==> src/sv/mfb_pkg.sv <==
`default_nettype none
package mfb_pkg;

  localparam int DEF_COLUMNS = 132;
  localparam int DEF_ROWS    = 32;
  localparam int DEF_PAGES   = 4;

  localparam logic [2:0] REQ_SET_PIXEL   = 3'd0;
  localparam logic [2:0] REQ_CLEAR_PIXEL = 3'd1;
  localparam logic [2:0] REQ_CLEAR_STORE = 3'd2;
  localparam logic [2:0] REQ_REFRESH     = 3'd3;
  localparam logic [2:0] REQ_INIT        = 3'd4;

  localparam int INIT_LEN = 14;

  localparam logic [7:0] CMD_PAGE_BASE = 8'hb0;
  localparam logic [7:0] CMD_COL_HIGH  = 8'h10;
  localparam logic [7:0] CMD_COL_LOW   = 8'h00;
  localparam logic [7:0] FILL_ONES     = 8'hff;
  localparam logic [7:0] FILL_ZEROS    = 8'h00;

  typedef struct packed {
    logic we;
    logic re;
  } mem_ctl_t;

  function automatic logic [7:0] init_byte(input logic [3:0] idx);
    logic [7:0] b;
    case (idx)
      4'd0:    b = 8'h40;
      4'd1:    b = 8'ha1;
      4'd2:    b = 8'hc0;
      4'd3:    b = 8'ha6;
      4'd4:    b = 8'ha2;
      4'd5:    b = 8'h2f;
      4'd6:    b = 8'hf8;
      4'd7:    b = 8'h00;
      4'd8:    b = 8'h23;
      4'd9:    b = 8'h81;
      4'd10:   b = 8'h1f;
      4'd11:   b = 8'hac;
      4'd12:   b = 8'h00;
      4'd13:   b = 8'haf;
      default: b = 8'h00;
    endcase
    return b;
  endfunction

endpackage
`default_nettype wire

==> src/sv/mfb_ctrl.sv <==
`default_nettype none
module mfb_ctrl #(
  parameter int COLUMNS = 132,
  parameter int ROWS    = 32,
  parameter int PAGES   = 4,
  parameter int DEPTH   = 528,
  parameter int ADDR_W  = 10
) (
  input  wire               clk,
  input  wire               rst,
  input  wire               cfg_we,
  input  wire               cfg_wdata,
  input  wire               s_axis_tvalid,
  output logic              s_axis_tready,
  input  wire [15:0]        s_axis_tdata,
  input  wire [2:0]         s_axis_tuser,
  output logic              m_axis_tvalid,
  input  wire               m_axis_tready,
  output logic [7:0]        m_axis_tdata,
  output logic              m_axis_tuser,
  output logic              m_axis_tlast,
  output mfb_pkg::mem_ctl_t mem_ctl,
  output logic [ADDR_W-1:0] mem_addr,
  output logic [7:0]        mem_wdata,
  input  wire [7:0]         mem_rdata
);
  import mfb_pkg::*;

  localparam int PG_W  = (PAGES > 1) ? $clog2(PAGES) : 1;
  localparam int POS_W = $clog2(COLUMNS + 3);

  localparam logic [2:0] ST_IDLE    = 3'd0;
  localparam logic [2:0] ST_PIXEL   = 3'd1;
  localparam logic [2:0] ST_CLEAR   = 3'd2;
  localparam logic [2:0] ST_REFRESH = 3'd3;
  localparam logic [2:0] ST_INIT    = 3'd4;

  logic [2:0]        state;
  logic              invert;
  logic [ADDR_W-1:0] sweep;
  logic [7:0]        fill;
  logic              then_init;
  logic [3:0]        init_idx;
  logic [PG_W-1:0]   pg;
  logic [POS_W-1:0]  pos;
  logic [ADDR_W-1:0] ref_addr;
  logic [ADDR_W-1:0] pix_addr;
  logic [7:0]        pix_mask;
  logic              pix_on;
  logic [7:0]        pend_byte;
  logic              pend_data;
  logic              pend_last;

  logic [7:0]        x;
  logic [5:0]        y;
  logic [2:0]        req;
  logic              accept;
  logic              in_panel;
  logic [ADDR_W-1:0] in_addr;
  logic              slot_free;
  logic              ref_is_data;
  logic              out_load;

  assign x   = s_axis_tdata[7:0];
  assign y   = s_axis_tdata[13:8];
  assign req = s_axis_tuser;

  assign s_axis_tready = (state == ST_IDLE);
  assign accept        = s_axis_tvalid && s_axis_tready;
  assign in_panel      = ({1'b0, x} < 9'(COLUMNS)) && ({1'b0, y} < 7'(ROWS))
                         && ({1'b0, y[5:3]} < 4'(PAGES));
  assign in_addr       = ADDR_W'(ADDR_W'(y[5:3]) * ADDR_W'(COLUMNS) + ADDR_W'(x));
  assign slot_free     = !m_axis_tvalid || m_axis_tready;
  assign ref_is_data   = (pos > POS_W'(2));
  assign out_load      = ((state == ST_REFRESH) || (state == ST_INIT)) && slot_free;

  always_comb begin
    mem_ctl   = '0;
    mem_addr  = sweep;
    mem_wdata = fill;
    case (state)
      ST_IDLE: begin
        if (accept && (req == REQ_SET_PIXEL || req == REQ_CLEAR_PIXEL) && in_panel) begin
          mem_ctl.re = 1'b1;
          mem_addr   = in_addr;
        end else if (accept && req == REQ_REFRESH && ref_is_data) begin
          mem_ctl.re = 1'b1;
          mem_addr   = ref_addr;
        end
      end
      ST_PIXEL: begin
        mem_ctl.we = 1'b1;
        mem_addr   = pix_addr;
        mem_wdata  = pix_on ? (mem_rdata | pix_mask) : (mem_rdata & ~pix_mask);
      end
      ST_CLEAR: begin
        mem_ctl.we = 1'b1;
      end
      default: begin
      end
    endcase
  end

  always_ff @(posedge clk) begin
    if (rst) begin
      state         <= ST_CLEAR;
      invert        <= 1'b0;
      sweep         <= '0;
      fill          <= FILL_ZEROS;
      then_init     <= 1'b0;
      init_idx      <= '0;
      pg            <= '0;
      pos           <= '0;
      ref_addr      <= '0;
      m_axis_tvalid <= 1'b0;
    end else begin
      if (cfg_we) begin
        invert <= cfg_wdata;
      end
      if (out_load) begin
        m_axis_tvalid <= 1'b1;
      end else if (m_axis_tready) begin
        m_axis_tvalid <= 1'b0;
      end
      case (state)
        ST_IDLE: begin
          if (accept) begin
            case (req)
              REQ_SET_PIXEL, REQ_CLEAR_PIXEL: begin
                if (in_panel) begin
                  state    <= ST_PIXEL;
                  pix_addr <= in_addr;
                  pix_mask <= 8'(1 << y[2:0]);
                  pix_on   <= (req == REQ_SET_PIXEL) ^ invert;
                end
              end
              REQ_CLEAR_STORE, REQ_INIT: begin
                state     <= ST_CLEAR;
                sweep     <= '0;
                fill      <= invert ? FILL_ONES : FILL_ZEROS;
                then_init <= (req == REQ_INIT);
                init_idx  <= '0;
                if (req == REQ_INIT) begin
                  pg       <= '0;
                  pos      <= '0;
                  ref_addr <= '0;
                end
              end
              REQ_REFRESH: begin
                state     <= ST_REFRESH;
                pend_data <= ref_is_data;
                pend_last <= (pg == PG_W'(PAGES - 1)) && (pos == POS_W'(COLUMNS + 2));
                if (pos == POS_W'(0)) begin
                  pend_byte <= CMD_PAGE_BASE + 8'(pg);
                end else if (pos == POS_W'(1)) begin
                  pend_byte <= CMD_COL_HIGH;
                end else begin
                  pend_byte <= CMD_COL_LOW;
                end
                if (ref_is_data) begin
                  ref_addr <= ref_addr + 1'b1;
                end
                if (pos == POS_W'(COLUMNS + 2)) begin
                  pos <= '0;
                  if (pg == PG_W'(PAGES - 1)) begin
                    pg       <= '0;
                    ref_addr <= '0;
                  end else begin
                    pg <= pg + 1'b1;
                  end
                end else begin
                  pos <= pos + 1'b1;
                end
              end
              default: begin
              end
            endcase
          end
        end
        ST_PIXEL: begin
          state <= ST_IDLE;
        end
        ST_CLEAR: begin
          sweep <= sweep + 1'b1;
          if (sweep == ADDR_W'(DEPTH - 1)) begin
            state <= then_init ? ST_INIT : ST_IDLE;
          end
        end
        ST_REFRESH: begin
          if (slot_free) begin
            m_axis_tdata <= pend_data ? mem_rdata : pend_byte;
            m_axis_tuser <= pend_data;
            m_axis_tlast <= pend_last;
            state        <= ST_IDLE;
          end
        end
        ST_INIT: begin
          if (slot_free) begin
            m_axis_tdata <= init_byte(init_idx);
            m_axis_tuser <= 1'b0;
            m_axis_tlast <= (init_idx == 4'(INIT_LEN - 1));
            init_idx     <= init_idx + 1'b1;
            if (init_idx == 4'(INIT_LEN - 1)) begin
              state <= ST_IDLE;
            end
          end
        end
        default: begin
          state <= ST_IDLE;
        end
      endcase
    end
  end

endmodule
`default_nettype wire

==> config.mk <==
export PLATFORM = sky130hd
export DESIGN_NAME = mfb_ctrl
export DESIGN_NICKNAME = d
export VERILOG_FILES = /design/src/sv/mfb_pkg.sv /design/src/sv/mfb_ctrl.sv
export SDC_FILE = /design/constraint.sdc
export NUM_CORES = 1
export LEC_CHECK = 0
export BUFFER_PORTS_ARGS = -buffer_cell sky130_fd_sc_hd__buf_2
export CAP_MARGIN = 20
export CORE_UTILIZATION = 62
export DETAILED_ROUTE_END_ITERATION = 8
export GPL_ROUTABILITY_DRIVEN = 0
export PLACE_DENSITY = 0.94
export SLEW_MARGIN = 0
export SYNTH_ARGS = -nofsm -noshare
export SYNTH_HDL_FRONTEND = slang
export SYNTH_SLANG_ARGS = --single-unit
export TNS_END_PERCENT = 5
==> constraint.sdc <==
create_clock -name clk -period 4.1 [get_ports clk]
set_input_delay 0.41 -clock clk [delete_from_list [all_inputs] [get_ports clk]]
set_output_delay 0.41 -clock clk [all_outputs]
set_load 0.05 [all_outputs]
[Yosys cells after proc, flatten, opt, wreduce, memory -nomap -nowiden]
Memories as Yosys holds them, arrays and structs flattened. A register that Yosys moved wholly into a read port is not among the register bits.
Cells that the tools add are included.
W data, S select, Z words.
Word-level totals
  memories kept: 1
  bits of input ports: 33
  memory bits (read-only): 128
  output and inout port bits: 32
  flip-flop bits (word level): 87
  word-level logic and storage cells: 148
Operators by class
  reduce and logical (&&, ||, !) cells: 33
  bitwise logic cells: 5
  muxes and demuxes: 54
  $mul: 1
  shift-type cells: 1
  eq/ne operators: 23
  $add $sub $neg: 7
  magnitude comparators: 4
Memories
  (name not given): words 16, bits a word 8, rd ports 1, clocked after Yosys merged registers in 1, wr ports 0, RTL line mfb_pkg.sv:29  | case (idx)
Operators with widths (count)
  $mux W10: 8
  $mux W8: 9
  $pmux W10 S2: 3
  $pmux W8 S2: 2
  $mux W3: 7
  $add A10 B1 Y10 const B: 2
  $mux W4: 5
  $reduce_and A4 Y1: 4
  $eq A3 B2 Y1 const B: 4
  $pmux W3 S4: 1
  $add A10 B8 Y10: 1
  $eq A10 B10 Y1 const B: 1
  $mux W1: 10
  $reduce_and A5 Y1: 2
  $reduce_bool A2 Y1: 5
  $logic_and A1 B1 Y1: 9
  $pmux W3 S3: 1
  $add A8 B1 Y8 const B: 1
  $add A8 B2 Y8 const A: 1
  $and A8 B8 Y8: 1
  $eq A8 B1 Y1 const B: 1
  $eq A8 B8 Y1 const B: 1
  $gt A8 B2 Y1 const B: 1
  $logic_not A8 Y1: 1
  other kinds (30): 47

[Logic depth before layout (Yosys ltp)]
Gate-level depths: netlist (run 1).
  depth after elaboration: 7
  gate-level depth with buffers: 11
  gate-level depth less buffers: 9

[Worst setup path before layout (run 1)]
OpenSTA, ideal clock, no wires.
  path kind: flip-flop to output port
  start: reg state[1]
  end: out mem_addr[0]
  stages on the path, launching flop included: 10
  data arrival time: 2656 ps
  data required time: 3690 ps
  setup slack: 1034 ps
  buffers on the path: 3
  cell sequence: dfxtp_1 > buf_6 > or4b_4 > buf_6 > nor2_1 > and3_1 > buf_2 > or2_1 > o21a_1 > o221ai_1
On the way
  cells in the longest elaborated chain, start to end: 7
  elaborated cells on any way between the ends: 10
  those cells by class: eq/ne (1); mux (3); reduce/logical (6)
RTL lines
  start: declaration: RTL line mfb_ctrl.sv:38  | logic [2:0] state;
  start signal: assignment: RTL line mfb_ctrl.sv:186  | state <= then_init ? ST_INIT : ST_IDLE;
  $logic_not A3 Y1: RTL line mfb_ctrl.sv:68, mfb_ctrl.sv:81
  $logic_and A1 B1 Y1: RTL line mfb_ctrl.sv:69  | assign accept = s_axis_tvalid && s_axis_tready;
  $logic_and A1 B1 Y1 (2 in a row): RTL line mfb_ctrl.sv:86  | end else if (accept && req == REQ_REFRESH && ref_is_data) begin
  $mux W10: RTL line mfb_ctrl.sv:86
  $mux W10: RTL line mfb_ctrl.sv:83  | if (accept && (req == REQ_SET_PIXEL || req == REQ_CLEAR_PIXEL) && in_panel) begin
  $pmux W10 S2 (*): RTL line mfb_ctrl.sv:81  | case (state)
  end: declaration: RTL line mfb_ctrl.sv:23  | output logic [ADDR_W-1:0] mem_addr,
Mark *: on every way between the ends. The rest lies on a longest branch, timed or not.

[Worst setup path in the final report (run 1)]
  start: reg state[0]
  end: out mem_addr[5]
Same word-level chain as after synthesis.

==> metrics.md, run 1 <==
| Metric | Value |
|---|---|
| Outcome | finished, final reports clean |
| Net count, final | 597 |
| Sequential cell area | slightly above 2000 sq um |
| Growth of design area from synthesis to finish | 11.4% |
| RSZ-0062 raised after global routing | false |
| Category of the critical setup timing path | reg2out |
| Detailed-placement wirelength estimate | slightly below 8000 microns |
| Maximum fanout encountered on the critical timing path | 32 |
| Signal arrival time at the worst endpoint | ~3 ns |
| Root Buffer Master | sky130_fd_sc_hd__clkbuf_8 |
| Max Root-Sink Buffers | 2 |
| Register bit count reported by yosys | 84 |
| Portion of the post-synthesis area used by sequential elements | between 40 and 50% |
| Routed vias | about 4000 |
| Hold-critical path depth | 1 |
| Max-Slew Margin vs Limit | between 50% and 60% |
| Leading cell type in the layout, fill and taps excluded | sky130_fd_sc_hd__nor2_1 |
| Syn_nets | 547 |
| Endpoint kind of the worst setup timing path | output port |
| Std-Cell Rows | 31 |
| Power per standard cell area | about 310 nW/um^2 |
| Ys Warns | 0 |
| Crit-path cells | buf_4 -> or4b_4 -> a311oi_4 -> nand2_1 -> o211ai_1 -> o21ai_1 -> o21ai_1 -> buf_2 |
| Number of antenna violations at the first check in global routing | 0 |
| IO Count | 65 |
| Drt pass-1 iters | 5 |
| Maximum number of pins on one net before global-route repair | 33 |
| Vertical die dimension | roughly 89 microns |
| Sum of negative setup slack | 0 ns |
| Count of flip-flops with a built-in enable after synthesis | 35 |
| Worst-path cell with the longest stage delay | sky130_fd_sc_hd__or4b_4 |
| Number of gates resized after CTS | 0 |
| Final number of max-transition violations | 0 |
| End point of the worst hold path | pix_addr[1]$_DFFE_PP_ |
| Floorplan die width | 89.1 microns |
| Clock latency on the worst-skew pair | 0.36 ns |
| Deepest level of the CTS H-tree | 3 |
| Required time at the worst-slack endpoint | around 3.7 ns |
| Total leakage power | about 2.1 nW |
| Worst setup timing slack at the placement stage | between 1 and 1.5 ns |
| Final routed wirelength across all metal layers | between 10000 and 15000 microns |
| Clock tree from TritonCTS | done |
| Fin crit share | between 80% and 90% |
| Overall global routing resource usage | 28.2% |
| Buffers and inverters on the worst path | 2 |
| Number of distinct library cell variants in the gate-level netlist after synthesis | 66 |
| Clock edge transition at the registers on the reported setup and hold paths | approximately 0.09 ns |
| Initial core utilization | around 65% |
| Area of the mapped netlist | between 4000 and 5000 sq um |
| Number of diodes added for antenna fixing | 0 |
| Avg Cell Area, Syn | 9.51 sq um |
| Worst vdd ir | 166 uV |
| Worst Slack Setup Final | about 0.63 ns |
| Number of buffers inserted during clock tree synthesis | 9 |
| Count of buffers inserted at the top-level ports | between 60 and 70 |
| Drt via density | 6.15 |
| Number of maximum-capacitance constraint violations | 0 |
| Path depth of the worst reg2reg path | 8 |
| Final period demand of the worst path | roughly 3.5 ns |
| Number of buffers added to fix hold violations after cts | 0 |
| DR WL/cell | ~17 microns |
| Share of cells above drive strength 1 | between 10% and 20% |
| Final hold violation count | 0 |
| Area of the core region | 7290 sq um |
| DRC violations left | 0 |
| Via count of the first global-routing pass | about 3700 |
| Clock net sink count | 84 |
| Number of routed nets with antenna violations | 0 |
| Post-route clock skew | about 0.012 ns |
| DIE AREA | between 7000 and 8000 sq um |
| Worst Hold Margin | 0.249 ns |
| Hold/Removal Path Class | in2reg |
| Highest-count cells in the layout ignoring fill and taps | sky130_fd_sc_hd__nor2_1 (65), sky130_fd_sc_hd__buf_2 (63), sky130_fd_sc_hd__dfxtp_1 (49) |
| Fill count | ~540 |
| Cell type with the highest occurrence count on the critical path | sky130_fd_sc_hd__o21ai_1 |
| Longest individual stage delay on the worst path | slightly above 0.6 ns |
| Proportion of synthesized flip-flops having asynchronous set or reset | 0% |
| Hold Crit Start | s_axis_tdata[1] |
| Setup crit start kind | flop |
| Mapped Cells | between 400 and 500 |
| Post-CTS setup-driven buffer insertion count | 0 |
| Total of endpoints with negative setup slack in the final report | 0 |
| Primary flip-flop cell chosen by synthesis mapping | sky130_fd_sc_hd__dfxtp_1 |
| Achievable clock frequency | roughly 0.29 GHz |
| Minimum setup slack among reg-to-reg paths | between 1 and 1.5 ns |
| Area occupied by multi-input gates | around 2400 sq um |
| Drt first-iter violations | about 360 |
| Slew at the pin closest to its max-slew limit | about 0.74 ns |
| Overall overflow remaining after global route | 0 |
| Cell family with the largest share of critical-path delay | compound AO/OA/AOI/OAI gates |
| Global-route wire length before repair | between 15000 and 20000 microns |
| Startpoint of the worst register-to-register path | state[2]$_SDFFE_PP0P_ |
-- routing by layer --
metal  global-route usage, %  wire, microns  vias to the layer above
li1                        -              -                     1867
met1                    34.3           4280                     1870
met2                    48.0           5320                      219
met3                    4.71            823                       37
met4                    15.3            323                        0
met5                       0              0                        -
-- kinds of logic (layout without fill, tap and decap cells) --
family / after synthesis / after routing / synth area share [%]
mux: 23 / 23 / 4.92
compound gates: 96 / 96 / 14.7
xor+xnor: 32 / 32 / 5.96
fa+ha+maj: 19 / 19 / 5.21
buf+inv: 48 / 103 / 4.81
flops: 84 / 84 / 43.2
simple gates: 193 / 193 / 21.2
-- worst max-delay path by stage --
stage	start	to	slack, ns	depth (start not counted)
final	state[0]$_SDFFE_PP0P_	mem_addr[5]	0.63	8
after global routing	state[0]$_SDFFE_PP0P_	mem_addr[5]	0.49	8
after CTS	state[0]$_SDFFE_PP0P_	mem_addr[6]	0.66	7
after detailed placement	state[0]$_SDFFE_PP0P_	mem_addr[6]	1.08	7
after global placement	state[0]$_SDFFE_PP0P_	mem_addr[6]	1.10	7
after floorplan	state[1]$_SDFFE_PP1P_	mem_addr[0]	1.03	9
-- where the power goes --
group / total, mW / internal [mW] / switching, mW
clock: 0.642 / 0.335 / 0.307
combinational: 0.109 / 0.0388 / 0.0699
sequential: 0.875 / 0.871 / 0.00412
total: 1.63 / 1.24 / 0.381
-- worst register-to-register path: stages, from the launching register on --
cell                      delay, ns
sky130_fd_sc_hd__dfxtp_1       0.61
sky130_fd_sc_hd__or3b_2        0.67
sky130_fd_sc_hd__o32a_1        0.40
sky130_fd_sc_hd__nor2_1        0.35
sky130_fd_sc_hd__inv_1         0.12
sky130_fd_sc_hd__ha_1          0.26
sky130_fd_sc_hd__inv_1         0.07
sky130_fd_sc_hd__mux2i_1       0.06
sky130_fd_sc_hd__a211o_1       0.30
-- synth_stat cells, types with 5 or more instances --
cell                       instances  area (sq um)
sky130_fd_sc_hd__ha_1             18           225
sky130_fd_sc_hd__a21oi_1          27           135
sky130_fd_sc_hd__nand2_1          31           116
sky130_fd_sc_hd__nor2_1           65           244
sky130_fd_sc_hd__clkbuf_1         13          48.8
sky130_fd_sc_hd__nor2b_1           7          43.8
sky130_fd_sc_hd__a22oi_1           6          45.0
sky130_fd_sc_hd__and2_1            8          50.1
sky130_fd_sc_hd__or3_1             5          31.3
sky130_fd_sc_hd__nand4_1           8          50.1
sky130_fd_sc_hd__o21ai_0           9          45.0
sky130_fd_sc_hd__o21ai_1           7          35.0
sky130_fd_sc_hd__edfxtp_1         35          1050
sky130_fd_sc_hd__xnor2_1          18           158
sky130_fd_sc_hd__mux2i_1          22           220
sky130_fd_sc_hd__dfxtp_1          49           981
sky130_fd_sc_hd__nand3_1          17          85.1
sky130_fd_sc_hd__and3_1            6          37.5
sky130_fd_sc_hd__xor2_1           14           123
sky130_fd_sc_hd__inv_1            21          78.8
sky130_fd_sc_hd__nor3_1           15          75.1
sky130_fd_sc_hd__o21a_1            6          45.0
sky130_fd_sc_hd__a31oi_1           9          56.3
-- through the flow --
stage / instances / utilization [%] / cell area [sq um] / total power [mW]
2_1_floorplan: 495 / - / 4710 / 0.960
3_3_place_gp: 632 / 68.8 / 5010 / 0.994
3_5_place_dp: 633 / 68.8 / 5020 / 1.00
4_1_cts: 649 / 71.9 / 5240 / 1.63
5_1_grt: 649 / 71.9 / 5240 / 1.67
6_report: 649 / 71.9 / 5240 / 1.63
-- area by class of cell --
type,instances,share of cell area [%]
multi-input combinational,363,46.7
sequential,84,38.8
timing repair buffer,66,6.45
clock buffer,12,3.15
tap,99,2.36
inverter,21,1.50
clock inverter,4,1.05
-- registers in the layout, summed over array words and instances (netlist names), 2 cells and up, named ones only --
| register | count |
|---|---|
| m_axis_tdata | 8 |
| sweep | 10 |
| pend_byte | 4 |
| init_idx | 4 |
| pos | 8 |
| pg | 2 |
| state | 3 |
| pix_addr | 10 |
| ref_addr | 10 |
| pix_mask | 8 |
Note: power is estimated with default switching activity, not from simulation.
==> run 2, diff against run 1 <==
Settings changed: CORE_UTILIZATION 62 to 52, PLACE_DENSITY 0.94 to 0.85.
Clock period 4.1 ns to 2.9 ns, I/O delays scaled along.
==> metrics.md, run 2 (synthesis gave the netlist of run 1 again) <==
| Metric | Value |
|---|---|
| Outcome | finished, final reports clean |
| Setup crit start kind | flop |
| Net count, final | roughly 600 |
| Maximum fanout encountered on the critical timing path | 8 |
| Fin crit share | 97.4% |
| Deepest level of the CTS H-tree | 3 |
| Total power after layout | roughly 2.3 mW |
| Placement Cell Area | a little over 5000 sq um |
| Worst Slack Setup Final | around 0.076 ns |
| Sequential share of power | between 50% and 60% |
| Buffers and inverters on the worst path | 3 |
| Detailed-placement wirelength estimate | 8030 microns |
| Std-Cell Rows | 34 |
| Area of the core region | about 8700 sq um |
| Drt via density | 5.74 |
| Share of cells above drive strength 1 | a little over a fifth |
| Startpoint of the worst register-to-register path | state[1]$_SDFFE_PP1P_ |
| Worst-path cell with the longest stage delay | sky130_fd_sc_hd__or4b_4 |
| Via count of the first global-routing pass | 3750 |
| Required time at the worst-slack endpoint | about 2.6 ns |
| Crit-path cells | or4b_4 -> a311oi_4 -> buf_4 -> buf_4 -> nor2b_1 -> a211oi_1 -> o31a_1 -> a21oi_1 -> buf_2 |
| Worst Hold Margin | ~0.12 ns |
| DIE AREA | ~9400 sq um |
| Number of buffers inserted during clock tree synthesis | 9 |
| Placed insts | around 660 |
| Achievable clock frequency | between 0.3 and 0.4 GHz |
| Total of endpoints with negative setup slack in the final report | 0 |
| Max Root-Sink Buffers | 2 |
| Drt pass-1 iters | 5 |
| Leading cell type in the layout, fill and taps excluded | sky130_fd_sc_hd__nor2_1 |
| Slew at the pin closest to its max-slew limit | between 0.6 and 0.7 ns |
| DRC violations left | 0 |
| Largest registers in the final layout | pix_addr x10, ref_addr x10, sweep x10 |
| Hold/Removal Path Class | in2reg |
| Final period demand of the worst path | ~2.8 ns |
| Count of buffers inserted at the top-level ports | between 60 and 70 |
| Longest individual stage delay on the worst path | about 0.6 ns |
| RSZ-0062 raised after global routing | false |
| Endpoint kind of the worst setup timing path | output port |
| Overall overflow remaining after global route | 0 |
| Hold Crit Start | s_axis_tdata[0] |
| Minimum setup slack among reg-to-reg paths | 0.31 ns |
| Util after Layout | 62.2% |
| End point of the worst hold path | pix_addr[0]$_DFFE_PP_ |
| Number of routed nets with antenna violations | 0 |
| Number of buffers added to fix hold violations after cts | 0 |
| Category of the critical setup timing path | reg2out |
| Max-Slew Margin vs Limit | roughly 56% |
| Floorplan die width | around 97 microns |
| Final number of max-transition violations | 0 |
| Drt first-iter violations | approximately 210 |
| Number of maximum-capacitance constraint violations | 0 |
| Cell area after layout | 5420 sq um |
| Sw power | between 500 and 600 uW |
| Clock latency on the worst-skew pair | 0.36 ns |
| Cell Int Power | about 1.8 mW |
| Cell type with the highest occurrence count on the critical path | sky130_fd_sc_hd__buf_4 |
| Worst vdd ir | between 200 and 250 uV |
| Hold-critical path depth | 1 |
| Final routed wirelength across all metal layers | 10700 microns |
| Path depth of the worst reg2reg path | 9 |
| Routed vias | 3887 |
| Cell family with the largest share of critical-path delay | simple AND/OR/NAND/NOR gates |
| DR WL/cell | approximately 16 microns |
| Signal arrival time at the worst endpoint | 2.53 ns |
| Final hold violation count | 0 |
| Vertical die dimension | about 97 microns |
| Power per standard cell area | 429 nW/um^2 |
| Number of diodes added for antenna fixing | 0 |
| Total leakage power | about 2.2 nW |
| Clock net sink count | 84 |
| Highest-count cells in the layout ignoring fill and taps | sky130_fd_sc_hd__nor2_1 (65), sky130_fd_sc_hd__buf_2 (61), sky130_fd_sc_hd__dfxtp_1 (48) |
| Worst setup timing slack at the placement stage | between 0.15 and 0.2 ns |
| Clock edge transition at the registers on the reported setup and hold paths | roughly 0.090 ns |
| Clock network fraction of total power | between 40% and 50% |
| Combinational Power Share | roughly 6.4% |
| Number of antenna violations at the first check in global routing | 0 |
| Overall global routing resource usage | ~23% |
| IO Count | 65 |
| Sum of negative setup slack | 0 ns |
| Maximum number of pins on one net before global-route repair | 30 |
| Post-route clock skew | 0.00875 ns |
| Post-route non-filler standard cell count | just under 700 |
| Growth of design area from synthesis to finish | 15.2% |
| Root Buffer Master | sky130_fd_sc_hd__clkbuf_8 |
| Switching power share of the total | between 20% and 30% |
| Clock tree from TritonCTS | done |
| Initial core utilization | a little over half |
| Global-route wire length before repair | roughly 18000 microns |
## run 2: final cells by class
| type | instances | area (sq um) |
|---|---|---|
| timing repair buffer | 85 | 485 |
| sequential | 84 | 2030 |
| fill | 683 | 3300 |
| multi-input combinational | 363 | 2460 |
| inverter | 21 | 78.8 |
| clock inverter | 5 | 85.1 |
| tap | 108 | 135 |
| clock buffer | 11 | 141 |
## run 2: metal layers
layer,up-vias,track usage (%),routed length [microns]
met2,117,37.9,5110
met4,0,11.5,311
met1,1842,29.5,4680
met5,-,0,0
li1,1901,-,-
met3,27,4.17,556
## run 2: timing repair
action | in CTS | in global routing
setup buffers | 3 | 3
gates cloned | 0 | 0
setup endpoints to repair | 9 | 10
pin swaps | 1 | 2
resized for setup | 1 | 3
## run 2: how the worst max path moves through the flow
| stage | cells after the start | end | startpoint | slack (ns) |
|---|---|---|---|---|
| 2_1_floorplan | 9 | mem_addr[0] | state[1]$_SDFFE_PP1P_ | -0.05 |
| 3_3_place_gp | 7 | mem_addr[6] | s_axis_tvalid | 0.26 |
| 3_5_place_dp | 8 | mem_addr[4] | pos[0]$_SDFFE_PP0P_ | 0.20 |
| 4_1_cts | 9 | mem_addr[4] | pos[0]$_SDFFE_PP0P_ | 0.03 |
| 5_1_grt | 9 | mem_addr[6] | state[2]$_SDFFE_PP0P_ | 0.003 |
| 6_report | 9 | mem_addr[6] | state[2]$_SDFFE_PP0P_ | 0.08 |
## run 2: power groups by stage
stage	registers, mW	logic [mW]	clock network (mW)
3_3_place_gp	1.26	0.143	0
6_report	1.24	0.149	0.937
5_1_grt	1.24	0.163	0.997
2_1_floorplan	1.26	0.0943	0
4_1_cts	1.24	0.149	0.943
3_5_place_dp	1.26	0.148	0
==> run 3, diff against run 2 <==
Settings changed: CTS_BUF_LIST from default to sky130_fd_sc_hd__clkbuf_16, CTS_CLUSTER_SIZE from default to 25.
==> metrics.md, run 3 (synthesis gave the netlist of run 1 again) <==
| Metric | Value |
|---|---|
| Area of the core region | slightly below 9000 sq um |
| Achievable clock frequency | 0.347 GHz |
| Overall global routing resource usage | 23.8% |
| Largest registers in the final layout | pix_addr x10, ref_addr x10, sweep x10 |
| Max Root-Sink Buffers | 2 |
| Drt first-iter violations | approximately 360 |
| Fill count | between 600 and 700 |
| Growth of design area from synthesis to finish | 17.8% |
| Number of buffers inserted during clock tree synthesis | 9 |
| Longest individual stage delay on the worst path | roughly 0.63 ns |
| Global-route wire length before repair | 17900 microns |
| Highest-count cells in the layout ignoring fill and taps | sky130_fd_sc_hd__nor2_1 (65), sky130_fd_sc_hd__buf_2 (59), sky130_fd_sc_hd__dfxtp_1 (48) |
| Worst vdd ir | around 270 uV |
| Clock edge transition at the registers on the reported setup and hold paths | about 0.060 ns |
| DRC violations left | 0 |
| DIE AREA | approximately 9400 sq um |
| Sum of negative setup slack | 0 ns |
| Category of the critical setup timing path | reg2out |
| Std-Cell Rows | 34 |
| Final period demand of the worst path | just under 3 ns |
| Share of cells above drive strength 1 | about 22% |
| Clock latency on the worst-skew pair | between 0.3 and 0.4 ns |
| Deepest level of the CTS H-tree | 3 |
| Sequential cell area | 2030 sq um |
| Total leakage power | between 2 and 2.5 nW |
| Routed vias | around 4000 |
| Total of endpoints with negative setup slack in the final report | 0 |
| Number of buffers added to fix hold violations after cts | 0 |
| Fin crit share | between 90 and 100% |
| Final number of max-transition violations | 0 |
| Slew at the pin closest to its max-slew limit | approximately 0.66 ns |
| Drt via density | about 5.9 |
| Final routed wirelength across all metal layers | ~11000 microns |
| Clock net sink count | 84 |
| DR WL/cell | about 16 microns |
| Number of antenna violations at the first check in global routing | 0 |
| Power per standard cell area | around 470 nW/um^2 |
| Maximum number of pins on one net before global-route repair | 30 |
| Outcome | finished, final reports clean |
| RSZ-0062 raised after global routing | true |
| Number of routed nets with antenna violations | 0 |
| Area occupied by multi-input gates | approximately 2500 sq um |
| Max-Slew Margin vs Limit | 56.1% |
| IO Count | 65 |
| Overall overflow remaining after global route | 0 |
| Worst-path cell with the longest stage delay | sky130_fd_sc_hd__or4b_4 |
| Maximum fanout encountered on the critical timing path | 7 |
| Floorplan die width | approximately 97 microns |
| Setup crit start kind | flop |
| Count of buffers inserted at the top-level ports | between 60 and 70 |
| Drt pass-1 iters | 5 |
| Worst Hold Margin | about 0.15 ns |
| Required time at the worst-slack endpoint | around 2.6 ns |
| Hold/Removal Path Class | in2reg |
| Endpoint kind of the worst setup timing path | output port |
| Number of diodes added for antenna fixing | 0 |
| Clock tree from TritonCTS | done |
| Initial core utilization | a little over half |
| Net count, final | a little over 600 |
| Post-route clock skew | approximately 0.006 ns |
| Crit-path cells | or4b_4 -> a311oi_2 -> mux2i_1 -> nor3_1 -> a21oi_1 -> nand3_1 -> buf_2 |
| Number of maximum-capacitance constraint violations | 0 |
| Vertical die dimension | roughly 100 microns |
| Final hold violation count | 0 |
| Leading cell type in the layout, fill and taps excluded | sky130_fd_sc_hd__nor2_1 |
| Root Buffer Master | sky130_fd_sc_hd__clkbuf_16 |
| Signal arrival time at the worst endpoint | approximately 2.6 ns |
| Via count of the first global-routing pass | ~3800 |
| Detailed-placement wirelength estimate | 8030 microns |
run 3: changes by cell type in the layout (fill, tap and decap cells not counted), sizes merged:
cell    previous run  this run
clkbuf            12        10
a311oi             1         2
clkinv             2         3
inv               21        22
buf               84        85
run 3: timing repair:
| item | CTS | global route |
|---|---|---|
| setup buffers | 1 | 6 |
| gates resized for setup | 2 | 7 |
| endpoints found under the setup margin | 9 | 10 |
| pin swaps | 1 | 2 |
| gates cloned | 1 | 0 |
| endpoints found under the hold margin | 0 | 0 |
run 3: cell type report:
class,instances,share of cell area [%]
Multi-Input combinational cell,364,44.7
Sequential cell,84,36.7
Timing Repair Buffer,86,9.05
Clock buffer,9,4.06
Tap cell,108,2.44
Clock inverter,7,1.67
Inverter,21,1.42
run 3: through the flow:
step | worst slack (ns) | total power, mW | utilization [%] | area, sq um | instances
3_3_place_gp | 0.258 | 1.41 | 58.8 | 5130 | 655
4_1_cts | 0.0196 | 2.61 | 62.9 | 5480 | 673
5_1_grt | -0.0656 | 2.68 | 63.6 | 5550 | 679
3_5_place_dp | 0.198 | 1.41 | 58.8 | 5130 | 655
2_1_floorplan | -0.0465 | 1.36 | - | 4710 | 495
6_report | 0.0142 | 2.61 | 63.6 | 5550 | 679
run 3: where the power goes:
| part | switching (mW) | internal [mW] |
|---|---|---|
| clock | 0.465 | 0.751 |
| sequential | 0.00565 | 1.23 |
| combinational | 0.0953 | 0.0575 |
| total | 0.566 | 2.04 |
run 3: final timing paths:
check | from | end | slack, ns | depth (start not counted)
min reg2reg | then_init$_SDFFE_PP0P_ | state[2]$_SDFFE_PP0P_ | 0.48 | 2
max | state[2]$_SDFFE_PP0P_ | mem_addr[7] | 0.01 | 7
min | s_axis_tdata[1] | pix_addr[1]$_DFFE_PP_ | 0.15 | 1
max reg2reg | state[1]$_SDFFE_PP1P_ | flop | 0.31 | 9
run 3: routing by layer:
layer | GRT usage [%] | vias to the layer above | share of wire, %
li1 | - | 1911 | -
met1 | 29.4 | 1882 | 42
met2 | 39.7 | 177 | 49
met3 | 5.90 | 36 | 6.7
met4 | 9.99 | 0 | 3.1
met5 | 0 | - | 0
run 3: worst max-delay path, delay by kind of cell, from the launching register on:
kind / cells / cell delay [ns]
mux: 1 / 0.29
buf+inv: 1 / 0.23
simple gates: 3 / 0.81
flops: 1 / 0.35
compound gates: 2 / 0.58
